===== src/design/mhrl_pkg.sv =====
//------------------------------------------------------------------------------
// mhrl_pkg
// Shared types, codes and default sizes for the mode history ring lookup.
//------------------------------------------------------------------------------
`timescale 1ns / 1ps

package mhrl_pkg;

  localparam int HISTORY_DEPTH_DEF = 16;
  localparam int MODE_BITS_DEF     = 8;
  localparam int ITER_W            = 32;
  localparam int MODE_PORT_W       = 8;
  localparam int MODE_EXT_W        = 16;

  typedef enum logic [1:0] {
    CMD_UPDATE     = 2'd0,
    CMD_QUERY_CUR  = 2'd1,
    CMD_QUERY_NEXT = 2'd2,
    CMD_CLEAR      = 2'd3
  } cmd_e;

  typedef enum logic [1:0] {
    ST_OK      = 2'd0,
    ST_NOTFND  = 2'd1,
    ST_NO_NEXT = 2'd2
  } status_e;

  typedef struct packed {
    logic [1:0]             cmd;
    logic                   new_state;
    logic [ITER_W-1:0]      iteration;
    logic [MODE_PORT_W-1:0] next_mode;
  } item_t;

  typedef struct packed {
    logic [1:0]             status;
    logic [MODE_PORT_W-1:0] mode_index;
    logic [ITER_W-1:0]      start_iteration;
    logic                   mode_state;
  } result_t;

  // controller -> datapath
  typedef struct packed {
    logic accept;
    logic exec_upd;
    logic exec_clr;
    logic walk;
    logic res_walk;
    logic res_next;
  } ctrl_cmd_t;

  // datapath -> controller
  typedef struct packed {
    logic hit;
    logic miss;
    logic need_next;
  } dp_stat_t;

endpackage


===== src/design/mhrl_ram.sv =====
//------------------------------------------------------------------------------
// mhrl_ram
// Generic single-write, single-read RAM with registered read data.
//------------------------------------------------------------------------------
`timescale 1ns / 1ps

module mhrl_ram #(
  parameter int WIDTH = 8,
  parameter int DEPTH = 16
) (
  input  logic                     clk,
  input  logic                     we,
  input  logic [$clog2(DEPTH)-1:0] waddr,
  input  logic [WIDTH-1:0]         wdata,
  input  logic [$clog2(DEPTH)-1:0] raddr,
  output logic [WIDTH-1:0]         rdata
);

  logic [WIDTH-1:0] mem [DEPTH];

  always_ff @(posedge clk) begin
    if (we) begin
      mem[waddr] <= wdata;
    end
    rdata <= mem[raddr];
  end

endmodule


===== src/design/mhrl_ctrl.sv =====
//------------------------------------------------------------------------------
// mhrl_ctrl
// Sequencer: takes items, steps the newest-first record walk, picks the result.
//------------------------------------------------------------------------------
`timescale 1ns / 1ps

module mhrl_ctrl (
  input  logic               clk,
  input  logic               rst,
  input  logic               start,
  input  logic [1:0]         cmd,
  input  mhrl_pkg::dp_stat_t stat,
  output logic               busy,
  output mhrl_pkg::ctrl_cmd_t ctl
);

  typedef enum logic [2:0] {
    S_IDLE = 3'b001,
    S_WALK = 3'b010,
    S_NEXT = 3'b100
  } state_t;

  state_t state, state_next;

  always_comb begin
    state_next = state;
    ctl        = '0;
    unique case (state)
      S_IDLE: begin
        if (start) begin
          ctl.accept = 1'b1;
          if (cmd == mhrl_pkg::CMD_UPDATE) begin
            ctl.exec_upd = 1'b1;
          end else if (cmd == mhrl_pkg::CMD_CLEAR) begin
            ctl.exec_clr = 1'b1;
          end else begin
            state_next = S_WALK;
          end
        end
      end
      S_WALK: begin
        ctl.walk = 1'b1;
        if (stat.hit || stat.miss) begin
          // the follow-up read is issued in this same cycle
          if (stat.need_next) begin
            state_next = S_NEXT;
          end else begin
            ctl.res_walk = 1'b1;
            state_next   = S_IDLE;
          end
        end
      end
      S_NEXT: begin
        ctl.res_next = 1'b1;
        state_next   = S_IDLE;
      end
      default: state_next = S_IDLE;
    endcase
  end

  always_ff @(posedge clk) begin
    if (rst) begin
      state <= S_IDLE;
    end else begin
      state <= state_next;
    end
  end

  assign busy = (state != S_IDLE);

endmodule


===== src/design/mhrl_dp.sv =====
//------------------------------------------------------------------------------
// mhrl_dp
// Ring bookkeeping, record RAM, walk pointer, compare and result register.
//------------------------------------------------------------------------------
`timescale 1ns / 1ps

module mhrl_dp #(
  parameter int HISTORY_DEPTH = mhrl_pkg::HISTORY_DEPTH_DEF,
  parameter int MODE_BITS     = mhrl_pkg::MODE_BITS_DEF
) (
  input  logic                clk,
  input  logic                rst,
  input  mhrl_pkg::item_t     item,
  input  mhrl_pkg::ctrl_cmd_t ctl,
  output mhrl_pkg::dp_stat_t  stat,
  output logic                done,
  output mhrl_pkg::result_t   result
);

  localparam int PW    = $clog2(HISTORY_DEPTH);
  localparam int CW    = $clog2(HISTORY_DEPTH + 1);
  localparam int REC_W = mhrl_pkg::ITER_W + MODE_BITS;

  logic [PW-1:0]        oldest, newest;
  logic [CW-1:0]        count;
  logic [MODE_BITS-1:0] cur_mode;
  logic                 flag;

  // walk state
  logic [1:0]                  cmd_q;
  logic [mhrl_pkg::ITER_W-1:0] it_q;
  logic [PW-1:0]               ptr, pend_slot;
  logic [CW-1:0]               left;
  logic                        pend;

  // RAM
  logic                 we;
  logic [PW-1:0]        waddr, raddr;
  logic [REC_W-1:0]     wdata, rdata;
  logic [MODE_BITS-1:0] rd_mode;
  logic [mhrl_pkg::ITER_W-1:0] rd_iter;

  // update decode
  logic [mhrl_pkg::MODE_EXT_W-1:0] nm_ext, res_mode_ext;
  logic [MODE_BITS-1:0]            nmode, res_mode;
  logic                            completes, full;
  logic [PW-1:0]                   newest_inc, oldest_inc, pend_inc, ptr_dec, nx_slot;

  // result staging
  logic [1:0]                  res_status;
  logic [mhrl_pkg::ITER_W-1:0] res_start;
  logic                        res_state, res_load;

  mhrl_ram #(
    .WIDTH(REC_W),
    .DEPTH(HISTORY_DEPTH)
  ) u_ram (
    .clk  (clk),
    .we   (we),
    .waddr(waddr),
    .wdata(wdata),
    .raddr(raddr),
    .rdata(rdata)
  );

  assign rd_mode = rdata[MODE_BITS-1:0];
  assign rd_iter = rdata[REC_W-1:MODE_BITS];

  assign nm_ext = mhrl_pkg::MODE_EXT_W'(item.next_mode);
  assign nmode  = nm_ext[MODE_BITS-1:0];

  assign newest_inc = (newest == PW'(HISTORY_DEPTH - 1)) ? '0 : newest + 1'b1;
  assign oldest_inc = (oldest == PW'(HISTORY_DEPTH - 1)) ? '0 : oldest + 1'b1;
  assign pend_inc   = (pend_slot == PW'(HISTORY_DEPTH - 1)) ? '0 : pend_slot + 1'b1;
  assign ptr_dec    = (ptr == '0) ? PW'(HISTORY_DEPTH - 1) : ptr - 1'b1;
  assign full       = (count == CW'(HISTORY_DEPTH));

  assign completes = !flag && item.new_state &&
                     ((cur_mode != nmode) || (item.iteration == '0));

  assign we    = ctl.exec_upd && completes;
  assign waddr = newest_inc;
  assign wdata = {item.iteration, nmode};

  // compare the record read in the previous cycle
  assign stat.hit  = pend && (rd_iter <= it_q);
  assign stat.miss = !pend && (left == '0);
  assign stat.need_next = (cmd_q == mhrl_pkg::CMD_QUERY_NEXT) &&
                          ((stat.hit && (pend_slot != newest)) ||
                           (stat.miss && (it_q == '0) && (count != '0)));

  assign nx_slot = stat.hit ? pend_inc : oldest;
  assign raddr   = (stat.hit || stat.miss) ? nx_slot : ptr;

  // ring bookkeeping
  always_ff @(posedge clk) begin
    if (rst || ctl.exec_clr) begin
      oldest   <= '0;
      newest   <= PW'(HISTORY_DEPTH - 1);
      count    <= '0;
      cur_mode <= '0;
      flag     <= 1'b0;
    end else if (ctl.exec_upd) begin
      flag <= item.new_state;
      if (completes) begin
        cur_mode <= nmode;
        newest   <= newest_inc;
        if (full) begin
          oldest <= oldest_inc;
        end else begin
          count <= count + 1'b1;
        end
      end
    end
  end

  // walk, newest record first, one read per cycle
  always_ff @(posedge clk) begin
    if (rst) begin
      pend <= 1'b0;
      left <= '0;
    end else if (ctl.accept) begin
      pend <= 1'b0;
      left <= count;
    end else if (ctl.walk) begin
      if (left != '0) begin
        left <= left - 1'b1;
        pend <= 1'b1;
      end else begin
        pend <= 1'b0;
      end
    end
  end

  always_ff @(posedge clk) begin
    if (ctl.accept) begin
      cmd_q <= item.cmd;
      it_q  <= item.iteration;
      ptr   <= newest;
    end else if (ctl.walk && (left != '0)) begin
      ptr       <= ptr_dec;
      pend_slot <= ptr;
    end
  end

  always_comb begin
    res_status = mhrl_pkg::ST_OK;
    res_mode   = '0;
    res_start  = '0;
    res_state  = flag;
    if (ctl.exec_upd) begin
      res_mode  = completes ? nmode : cur_mode;
      res_state = item.new_state;
    end else if (ctl.exec_clr) begin
      res_state = 1'b0;
    end else if (ctl.res_next) begin
      res_mode  = rd_mode;
      res_start = rd_iter;
    end else if (ctl.res_walk) begin
      if (cmd_q == mhrl_pkg::CMD_QUERY_CUR) begin
        if (stat.hit) begin
          res_mode = rd_mode;
        end else if (it_q != '0) begin
          res_status = mhrl_pkg::ST_NOTFND;
        end
      end else if (stat.miss && (it_q != '0)) begin
        res_status = mhrl_pkg::ST_NOTFND;
      end else begin
        res_status = mhrl_pkg::ST_NO_NEXT;
      end
    end
  end

  assign res_load     = ctl.exec_upd || ctl.exec_clr || ctl.res_walk || ctl.res_next;
  assign res_mode_ext = mhrl_pkg::MODE_EXT_W'(res_mode);

  always_ff @(posedge clk) begin
    if (rst) begin
      done <= 1'b0;
    end else begin
      done <= res_load;
    end
  end

  always_ff @(posedge clk) begin
    if (res_load) begin
      result.status          <= res_status;
      result.mode_index      <= res_mode_ext[mhrl_pkg::MODE_PORT_W-1:0];
      result.start_iteration <= res_start;
      result.mode_state      <= res_state;
    end
  end

endmodule


===== src/design/mode_history_ring_lookup_top.sv =====
//------------------------------------------------------------------------------
// mode_history_ring_lookup_top
// Ring of recent (iteration, mode) transition records with mode queries.
//------------------------------------------------------------------------------
// Update and clear: result strobe in the cycle after accept; one item per cycle while not busy.
// Queries: up to N valid records are read newest first through the one RAM
//   read port, one per cycle; a next-mode query may then read one more
//   record before its result.
// Reset clears mode, state flag and ring pointers; record RAM is not cleared.
// Results show for one cycle on done; the receiver cannot stall.
`timescale 1ns / 1ps

module mode_history_ring_lookup_top #(
  parameter int HISTORY_DEPTH = mhrl_pkg::HISTORY_DEPTH_DEF,
  parameter int MODE_BITS     = mhrl_pkg::MODE_BITS_DEF
) (
  input  logic              clk,
  input  logic              rst,
  input  logic              start,
  output logic              busy,
  input  mhrl_pkg::item_t   item,
  output logic              done,
  output mhrl_pkg::result_t result
);

  mhrl_pkg::ctrl_cmd_t ctl;
  mhrl_pkg::dp_stat_t  stat;

  mhrl_ctrl u_ctrl (
    .clk  (clk),
    .rst  (rst),
    .start(start),
    .cmd  (item.cmd),
    .stat (stat),
    .busy (busy),
    .ctl  (ctl)
  );

  mhrl_dp #(
    .HISTORY_DEPTH(HISTORY_DEPTH),
    .MODE_BITS    (MODE_BITS)
  ) u_dp (
    .clk   (clk),
    .rst   (rst),
    .item  (item),
    .ctl   (ctl),
    .stat  (stat),
    .done  (done),
    .result(result)
  );

endmodule

===== config.mk =====
export PLATFORM = sky130hd
export DESIGN_NAME = mode_history_ring_lookup_top
export DESIGN_NICKNAME = d
export VERILOG_FILES = /design/src/design/mhrl_pkg.sv /design/src/design/mhrl_ram.sv /design/src/design/mhrl_ctrl.sv /design/src/design/mhrl_dp.sv /design/src/design/mode_history_ring_lookup_top.sv
export SDC_FILE = /design/constraint.sdc
export NUM_CORES = 1
export LEC_CHECK = 0
export BUFFER_PORTS_ARGS = -buffer_cell sky130_fd_sc_hd__buf_2
export CORE_ASPECT_RATIO = 1.25
export CORE_MARGIN = 1.5
export CORE_UTILIZATION = 45
export DETAILED_ROUTE_END_ITERATION = 16
export HOLD_SLACK_MARGIN = 0.05
export PLACE_DENSITY = 0.57
export SKIP_CTS_REPAIR_TIMING = 1
export SYNTH_ARGS = -nofsm -noshare
export SYNTH_HDL_FRONTEND = slang
export SYNTH_SLANG_ARGS = --single-unit

===== constraint.sdc =====
create_clock -name clk -period 5.8 [get_ports clk]
set_input_delay 1.16 -clock clk [delete_from_list [all_inputs] [get_ports clk]]
set_output_delay 1.16 -clock clk [all_outputs]
set_load 0.05 [all_outputs]

==> results of run 1 <==
-- state kept, by name, indices dropped and copies added (netlist names) --
name and count:
u_dp.oldest 4, u_dp.done 1, u_dp.count 5, u_dp.newest 4, u_ctrl.state 3, u_dp.ptr 4, u_dp.u_ram.mem 640, u_dp.cmd_q 2
u_dp.it_q 32, u_dp.pend 1, u_dp.u_ram.rdata 40, u_dp.flag 1, u_dp.pend_slot 4, u_dp.result 43, u_dp.cur_mode 8, u_dp.left 5
-- synth_stat cells, types with 4 or more instances --
cell and instances:
nor3_1 11, nor2_1 38, a2111oi_0 120, nand2b_1 7, mux2i_1 182, o211ai_1 7, xor2_1 17, and3_1 18
a31oi_1 8, and2_1 34, nand3_1 15, o21ai_0 16, nor4_1 20, buf_2 34, ha_1 44, buf_1 16
nand2_1 34, clkbuf_1 122, a211oi_1 41, o22ai_1 89, nor2b_1 6, or3b_1 40, dfxtp_1 72, or3_1 4
a21oi_1 36, edfxtp_1 725, mux2_2 39, inv_1 53, nand4_1 132, o31ai_1 120
-- layer usage --
layer,GRT usage,up-vias
met1,0.3345,10353
met3,0.03531,178
li1,-,8893
met5,0,-
met2,0.3963,916
met4,0.09877,0
-- worst max-delay path, cell delays in order (launching register included) --
cell and delay [ns]:
edfxtp_1 0.44, inv_1 0.07, ha_1 0.33, nand4_2 0.19, nor2_1 0.07, a221oi_1 0.66, a31oi_2 0.36, nor4_1 0.76
or2_2 0.42, buf_4 0.57, a2111oi_0 0.22, a2111oi_1 0.80, or3b_1 0.41
-- per-stage QoR --
stage / util / hold slack (ns)
floorplan: - / 0.4609
global placement: 0.4803 / 0.4747
detailed placement: 0.4803 / 0.4847
CTS: 0.5180 / 0.4928
global route: 0.5180 / 0.5162
finish: 0.5181 / 0.4880
-- cell type report --
type | instances | area, sq um
Antenna cell | 2 | 5.005
Clock buffer | 117 | 2317
Clock inverter | 34 | 400.4
Fill cell | 5991 | 34760
Inverter | 54 | 202.7
Multi-Input combinational cell | 1120 | 8796
Sequential cell | 797 | 23210
Tap cell | 952 | 1191
Timing Repair Buffer | 160 | 1239
-- cell families after synthesis --
logic type                 count (synthesis)  share of synthesized area
buffers and inverters                    229                    0.02808
and+or+nand+nor                          376                    0.07008
adders and majority gates                 44                    0.01678
muxes                                    222                    0.06928
xor gates and xnor gates                  20                   0.005341
DFF                                      797                     0.7077
AOI/OAI and AO/OA                        458                     0.1027
-- path summary, 6_finish.rpt --
| kind | startpoint | endpoint | cells after the start |
|---|---|---|---|
| hold / removal | u_dp.left[4] | u_dp.left[4] | 2 |
| setup reg to reg | u_dp.it_q[31] | u_dp.u_ram.rdata[9] | 12 |
| hold reg to reg | u_dp.left[4] | u_dp.left[4] | 2 |
| setup / recovery | u_dp.it_q[31] | u_dp.u_ram.rdata[9] | 12 |
-- where the power goes --
group | switching (mW) | internal, mW | leakage [nW]
clock | 2.17 | 3.18 | 1.32
sequential | 0.0464 | 6.33 | 7.15
combinational | 0.345 | 0.121 | 3.27
total | 2.56 | 9.64 | 11.7
-- layout by cell type, fill, tap and decap left out, drive strengths merged, types with 3 or more instances in the layout --
cell      synthesis  layout
o31ai           120     120
or3b             40      40
buf              53     160
inv              53      56
a211oi           41      41
nor2             39      39
bufinv            0       9
a2111oi         120     120
nor3b             3       3
and2             34      34
a21oi            36      36
nand4           133     133
o211ai            7       7
xor2             17      17
mux2i           182     182
nand2b            7       7
o21ai            17      17
clkinv            1      20
nor4             23      23
xnor2             3       3
nor3             11      11
nand2            34      34
clkbuf          122     117
a31oi             9       9
o311ai            3       3
or2               3       3
or3               4       4
dfxtp            72      72
ha               44      44
mux2             40      40
and3             18      18
nor2b             6       6
clkinvlp          0       3
nand3            15      15
edfxtp          725     725
o22ai            89      89
==> metrics.txt, run 1 <==
status=finished, final reports clean; vias in the first global route=20376; Syn Inst Count=about 2100; maximum vdd drop=0.2832 mV; area fraction of the dominant cell type after synthesis=0.6638; Initial DRT Pass Iterations=5; final hold violation count=0; R2R Setup Slk=approximately 0.36 ns; Non-Filler Instances=3236; DR WL met2=44.19 mm; Critical Path RT=6.31 ns; WS Path Type=flip-flop to flip-flop; Yosys cell types=63; P per Cell Area=326.5 nW/um^2; highest routed metal layer=met4; initial antenna violation count=4; Worst-path clk slew=approximately 0.060 ns; routed length on met1=38.06 mm; num ports=91; max-slew violations=0; Pleak=11.74 nW; Placed Cells=3083; fin area=37360 sq um; clock tree buffer depth=3; clk_lat worst skew=0.65 ns; yosys synthesis warning count=0; Final nets=2304; endpoints failing setup=0; GRT Resource Usage Total=0.2454; Worst Tran Pin Value=1.234 ns; TNS Setup=0 ns; Site Rows=110; Layout Area Growth over Synthesis=13.92%; number of flops mapped to enable cells by yosys=725; vias=20340; min-delay worst type=flip-flop to flip-flop; Initial Utilization=0.4548; TritonCTS Buffers=81; vias per cell=6.286; drc violations=0; Max-slew headroom=0.1740; DR iter-0 viols=2200; DP HPWL=between 50 and 60 mm; TritonCTS clock tree=done; layout cells sized above 1=0.1582; Buffers on Ports=90; Worst EP arrival=5.96 ns; post-synthesis sequential area ratio=0.7077; maximum clock frequency=between 150 and 200 MHz; largest cells by area after synthesis=edfxtp_1, mux2i_1, dfxtp_1, a2111oi_0, o31ai_1; type of origin of the critical path=flip-flop; CP max FO=44; Die Ht=304.8 um; worst slack at placement=0.3557 ns; Power Total=12.20 mW; fin worst setup slack=0.3560 ns; root buf cell=clkbuf_16; Async SR Flop Fraction=0; Syn Nets=~2200; met3 WL=6.463 mm; final wirelength=roughly 90 mm; Avg Cell Area, Syn=15.28 sq um; Die X=244.5 um; Placed Area=~35000 sq um; crit share post-route=0.9386; grt ovf=0; Core Area=72120 sq um; clock skew=approximately 0.025 ns; post-synthesis register bit count=797; routability cong.=0.8038; leading area contributor after synthesis=edfxtp_1; full die area=74530 sq um; # H-tree levels=3; post-route ant nets=0; largest net degree at the start of global routing=121; CTS sink cnt=797; Synth Flop Type=edfxtp_1; Post-Syn Area=around 33000 sq um; first-pass GRT wire length=between 100 and 150 mm; RSZ-0062 raised after global routing=no; CP Capture Type=flip-flop; Routed WL per cell=28.34 um; max-cap viol count=0; min Tclk post-route=5.444 ns
Power figures use the tool's default switching activity.
==> run 2: changes to the inputs <==
--- a/config.mk
+++ b/config.mk
@@ -10,9 +10,11 @@
 export CORE_MARGIN = 1.5
 export CORE_UTILIZATION = 45
 export DETAILED_ROUTE_END_ITERATION = 16
+export GPL_TIMING_DRIVEN = 0
 export HOLD_SLACK_MARGIN = 0.05
 export PLACE_DENSITY = 0.57
 export SKIP_CTS_REPAIR_TIMING = 1
 export SYNTH_ARGS = -nofsm -noshare
 export SYNTH_HDL_FRONTEND = slang
+export SYNTH_HIERARCHICAL = 1
 export SYNTH_SLANG_ARGS = --single-unit
==> run 2 against run 1 <==
Compared with the run above:
- setup slack better by 0.45 ns
- sequential share of layout area increased by 2.2 points
- routed wire length down 17%
- non-clock buffer count up 27
- register-to-register slack better by 0.59 ns
- critical endpoint is now u_dp/u_ram/mem[3][15]
- largest power group unchanged
==> metrics.txt, run 2 <==
Placed Area=33580 sq um (-3.0%); clk_lat worst skew=0.63 ns (-0.02 ns); delay of the slowest critical-path stage=0.82 ns (+0.02 ns); Compound-Gate Fraction of Synth Area=0.04247 (-0.06027); GRT Resource Usage Total=0.2187 (-0.02664); worst slack at placement=0.2467 ns (-0.1090 ns); TNS Setup=0 ns (unchanged); CTS sink cnt=797 (unchanged); most common cell in the synthesized netlist=edfxtp_1; Final nets=1878 (-18%); Buffers on Ports=90 (unchanged); XOR/XNOR share of the synthesized area=0.005900 (+0.0005596); Die X=238.4 um (-2.5%); num ports=91 (unchanged); Biggest register=u_dp/u_ram/mem; commonest non-fill, non-tap cells in the layout=edfxtp_1, buf_2, mux4_2; Post-Syn Area=31170 sq um (-5.0%); post-route ant nets=0 (unchanged); final wirelength=76.09 mm (-17%); commonest non-fill, non-tap cell in the layout=edfxtp_1; max-slew violations=0 (unchanged); worst path bufs/invs=4 (+2); root buf cell=clkbuf_16; WS Path Type=input pin to flip-flop; vias per cell=5.747 (-8.6%); vias=15994 (-21%); R2R Path Start=u_ctrl/state[0]; Critical Path RT=6.11 ns (-0.20 ns); multi-input combinational cell area=7451 sq um (-15%); TritonCTS clock tree=done; final hold violation count=0 (unchanged); Async SR Flop Fraction=0 (unchanged); type of origin of the critical path=input pin; Routed WL per cell=27.34 um (-3.5%); max reg flops=640 (unchanged); Syn Nets=1679 (-25%); RSZ-0062 raised after global routing=no; most frequent CP cell=buf_2; full die area=70870 sq um (-4.9%); first-pass GRT wire length=111.4 mm (-18%); Worst EP arrival=5.31 ns (-0.65 ns); Site Rows=107 (-2.7%); Top Family by Delay on Critical Path=simple AND/OR/NAND/NOR gates; fin util=0.5276 (+0.009475); P per Cell Area=465.2 nW/um^2 (+42%); layout cells sized above 1=0.2176 (+0.05936); Commonest cells post-synth=edfxtp_1, mux4_2, a22oi_1; DP HPWL=48.78 mm (-4.7%); TritonCTS Buffers=79 (-2.5%); multiplexer share of the synthesized area=0.1247 (+0.05547); min Tclk post-route=4.996 ns (-0.4479 ns); CP Capture Type=flip-flop; DR iter-0 viols=1284 (-42%); leading area contributor after synthesis=edfxtp_1; CP max stage cell=nor2_4; largest family of logic cells by synthesized area=multiplexers; Fill cells=5405 (-9.8%); vias in the first global route=16776 (-18%); clock tree buffer depth=3 (unchanged); Reg area=23210 sq um (unchanged); Post-Synth Simple-Gate Area=0.04471 (-0.02536); Worst Tran Pin Value=1.308 ns (+0.07347 ns); initial antenna violation count=3 (-1); largest cells by area after synthesis=edfxtp_1, mux4_2, mux4_1, dfxtp_1, a22oi_1; number of flops mapped to enable cells by yosys=725 (unchanged); maximum vdd drop=0.2107 mV (-26%); Initial Utilization=0.4557 (+0.0008694); endpoints failing setup=0 (unchanged); area fraction of the dominant cell type after synthesis=0.6984 (+0.03464); min-delay worst type=flip-flop to flip-flop; Yosys cell types=74 (+17%); Non-Filler Instances=2783 (-14%); grt ovf=0 (unchanged); post-synthesis sequential area ratio=0.7446 (+0.03693); Worst-path clk slew=0.06 ns (about the same); max-cap viol count=0 (unchanged); Placed Cells=2636 (-14%); biggest regs=u_dp/u_ram/mem (640), u_dp/result (43), u_dp/u_ram/rdata (40); drc violations=0 (unchanged); fin area=36090 sq um (-3.4%); post-synthesis register bit count=797 (unchanged); crit share post-route=0.8614 (-0.07722); Synth Flop Type=edfxtp_1; Hold Crit Start=u_dp/cur_mode[0]; Antenna Cells=0 (-2); Avg Cell Area, Syn=19.58 sq um (+28%); Core Area=68410 sq um (-5.1%); maximum clock frequency=200.2 MHz (+9.0%); Max-slew headroom=0.1241 (-0.04993); Adder-Cell Fraction of Synth Area=0.01646 (-0.0003283); Pleak=11.89 nW (+1.3%); Layout Area Growth over Synthesis=15.78%; yosys synthesis warning count=6 (+6); Initial DRT Pass Iterations=5 (unchanged); # H-tree levels=3 (unchanged); routability cong.=0.7984 (-0.67%); CP max FO=21 (-52%); crit-path cells=buf_2, nor4_1, nand4_1, o211ai_2, nand3_2, inv_2, buf_2, or3b_2, nor2_4, buf_12; status=finished, final reports clean; fin worst setup slack=0.8039 ns (+0.4479 ns); clock skew=0.02202 ns (-0.003410 ns); Setup crit start=item[14]; Syn Inst Count=1592 (-26%); largest net degree at the start of global routing=45 (-63%); Die Ht=297.3 um (-2.5%)
## run 2: cell count changes after synthesis, moves of 80 or more
cell	before	now
mux2i_1	182	6
o31ai_1	120	1
mux4_2	0	100
a2111oi_0	120	1
clkbuf_1	122	37
o22ai_1	89	1
a22oi_1	0	80
nand4_1	132	11
## run 2: logic make-up after synthesis
group / after synthesis
DFF: 797
xor gates and xnor gates: 21
adders and majority gates: 41
and+or+nand+nor: 262
muxes: 166
AOI/OAI and AO/OA: 187
buffers and inverters: 118
## run 2: routing by layer
metal | track usage | wire, um | part of all wire
met1 | 0.2907 | 31500 | 0.41
met2 | 0.3753 | 39260 | 0.52
met3 | 0.03313 | 3774 | 0.050
met4 | 0.06058 | 1507 | 0.020
met5 | 0 | 42 | 0.00055
## run 2: layout make-up
type	instances	share of cell area
Inverter	49	0.005096
Multi-Input combinational cell	677	0.2064
Sequential cell	797	0.6432
Clock buffer	106	0.06133
Tap cell	926	0.03210
Timing Repair Buffer	118	0.03061
Clock inverter	41	0.008147
Buffer	69	0.01310
## run 2: stage by stage
stage	hold slack (ns)	total power [mW]
finish	0.4889	16.79
global route	0.5192	17.50
CTS	0.4901	16.98
detailed placement	0.4806	12.02
global placement	0.4676	11.94
floorplan	0.4510	10.33
## run 2: power breakdown
| part | leakage [nW] | switching [mW] | internal [mW] |
|---|---|---|---|
| clock | 1.25 | 2.12 | 2.83 |
| combinational | 3.49 | 2.92 | 2.01 |
| sequential | 7.16 | 0.234 | 6.68 |
| total | 11.9 | 5.27 | 11.5 |
## run 2: worst paths after layout
kind	end	cells after the start	slack [ns]
hold reg to reg	u_dp/cur_mode[0]	2	0.49
setup / recovery	u_dp/u_ram/mem[3][15]	10	0.80
hold / removal	u_dp/cur_mode[0]	2	0.49
setup reg to reg	u_dp/u_ram/mem[3][15]	9	0.95
## run 2: worst reg2reg max path: stages (launching register included)
cell and delay (ns):
dfxtp_1 0.37, nor3b_4 0.26, and2_2 0.87, nor3b_2 0.67, nand3_2 0.21, inv_2 0.14, buf_2 0.28, or3b_2 0.62
nor2_4 0.82, buf_12 0.30
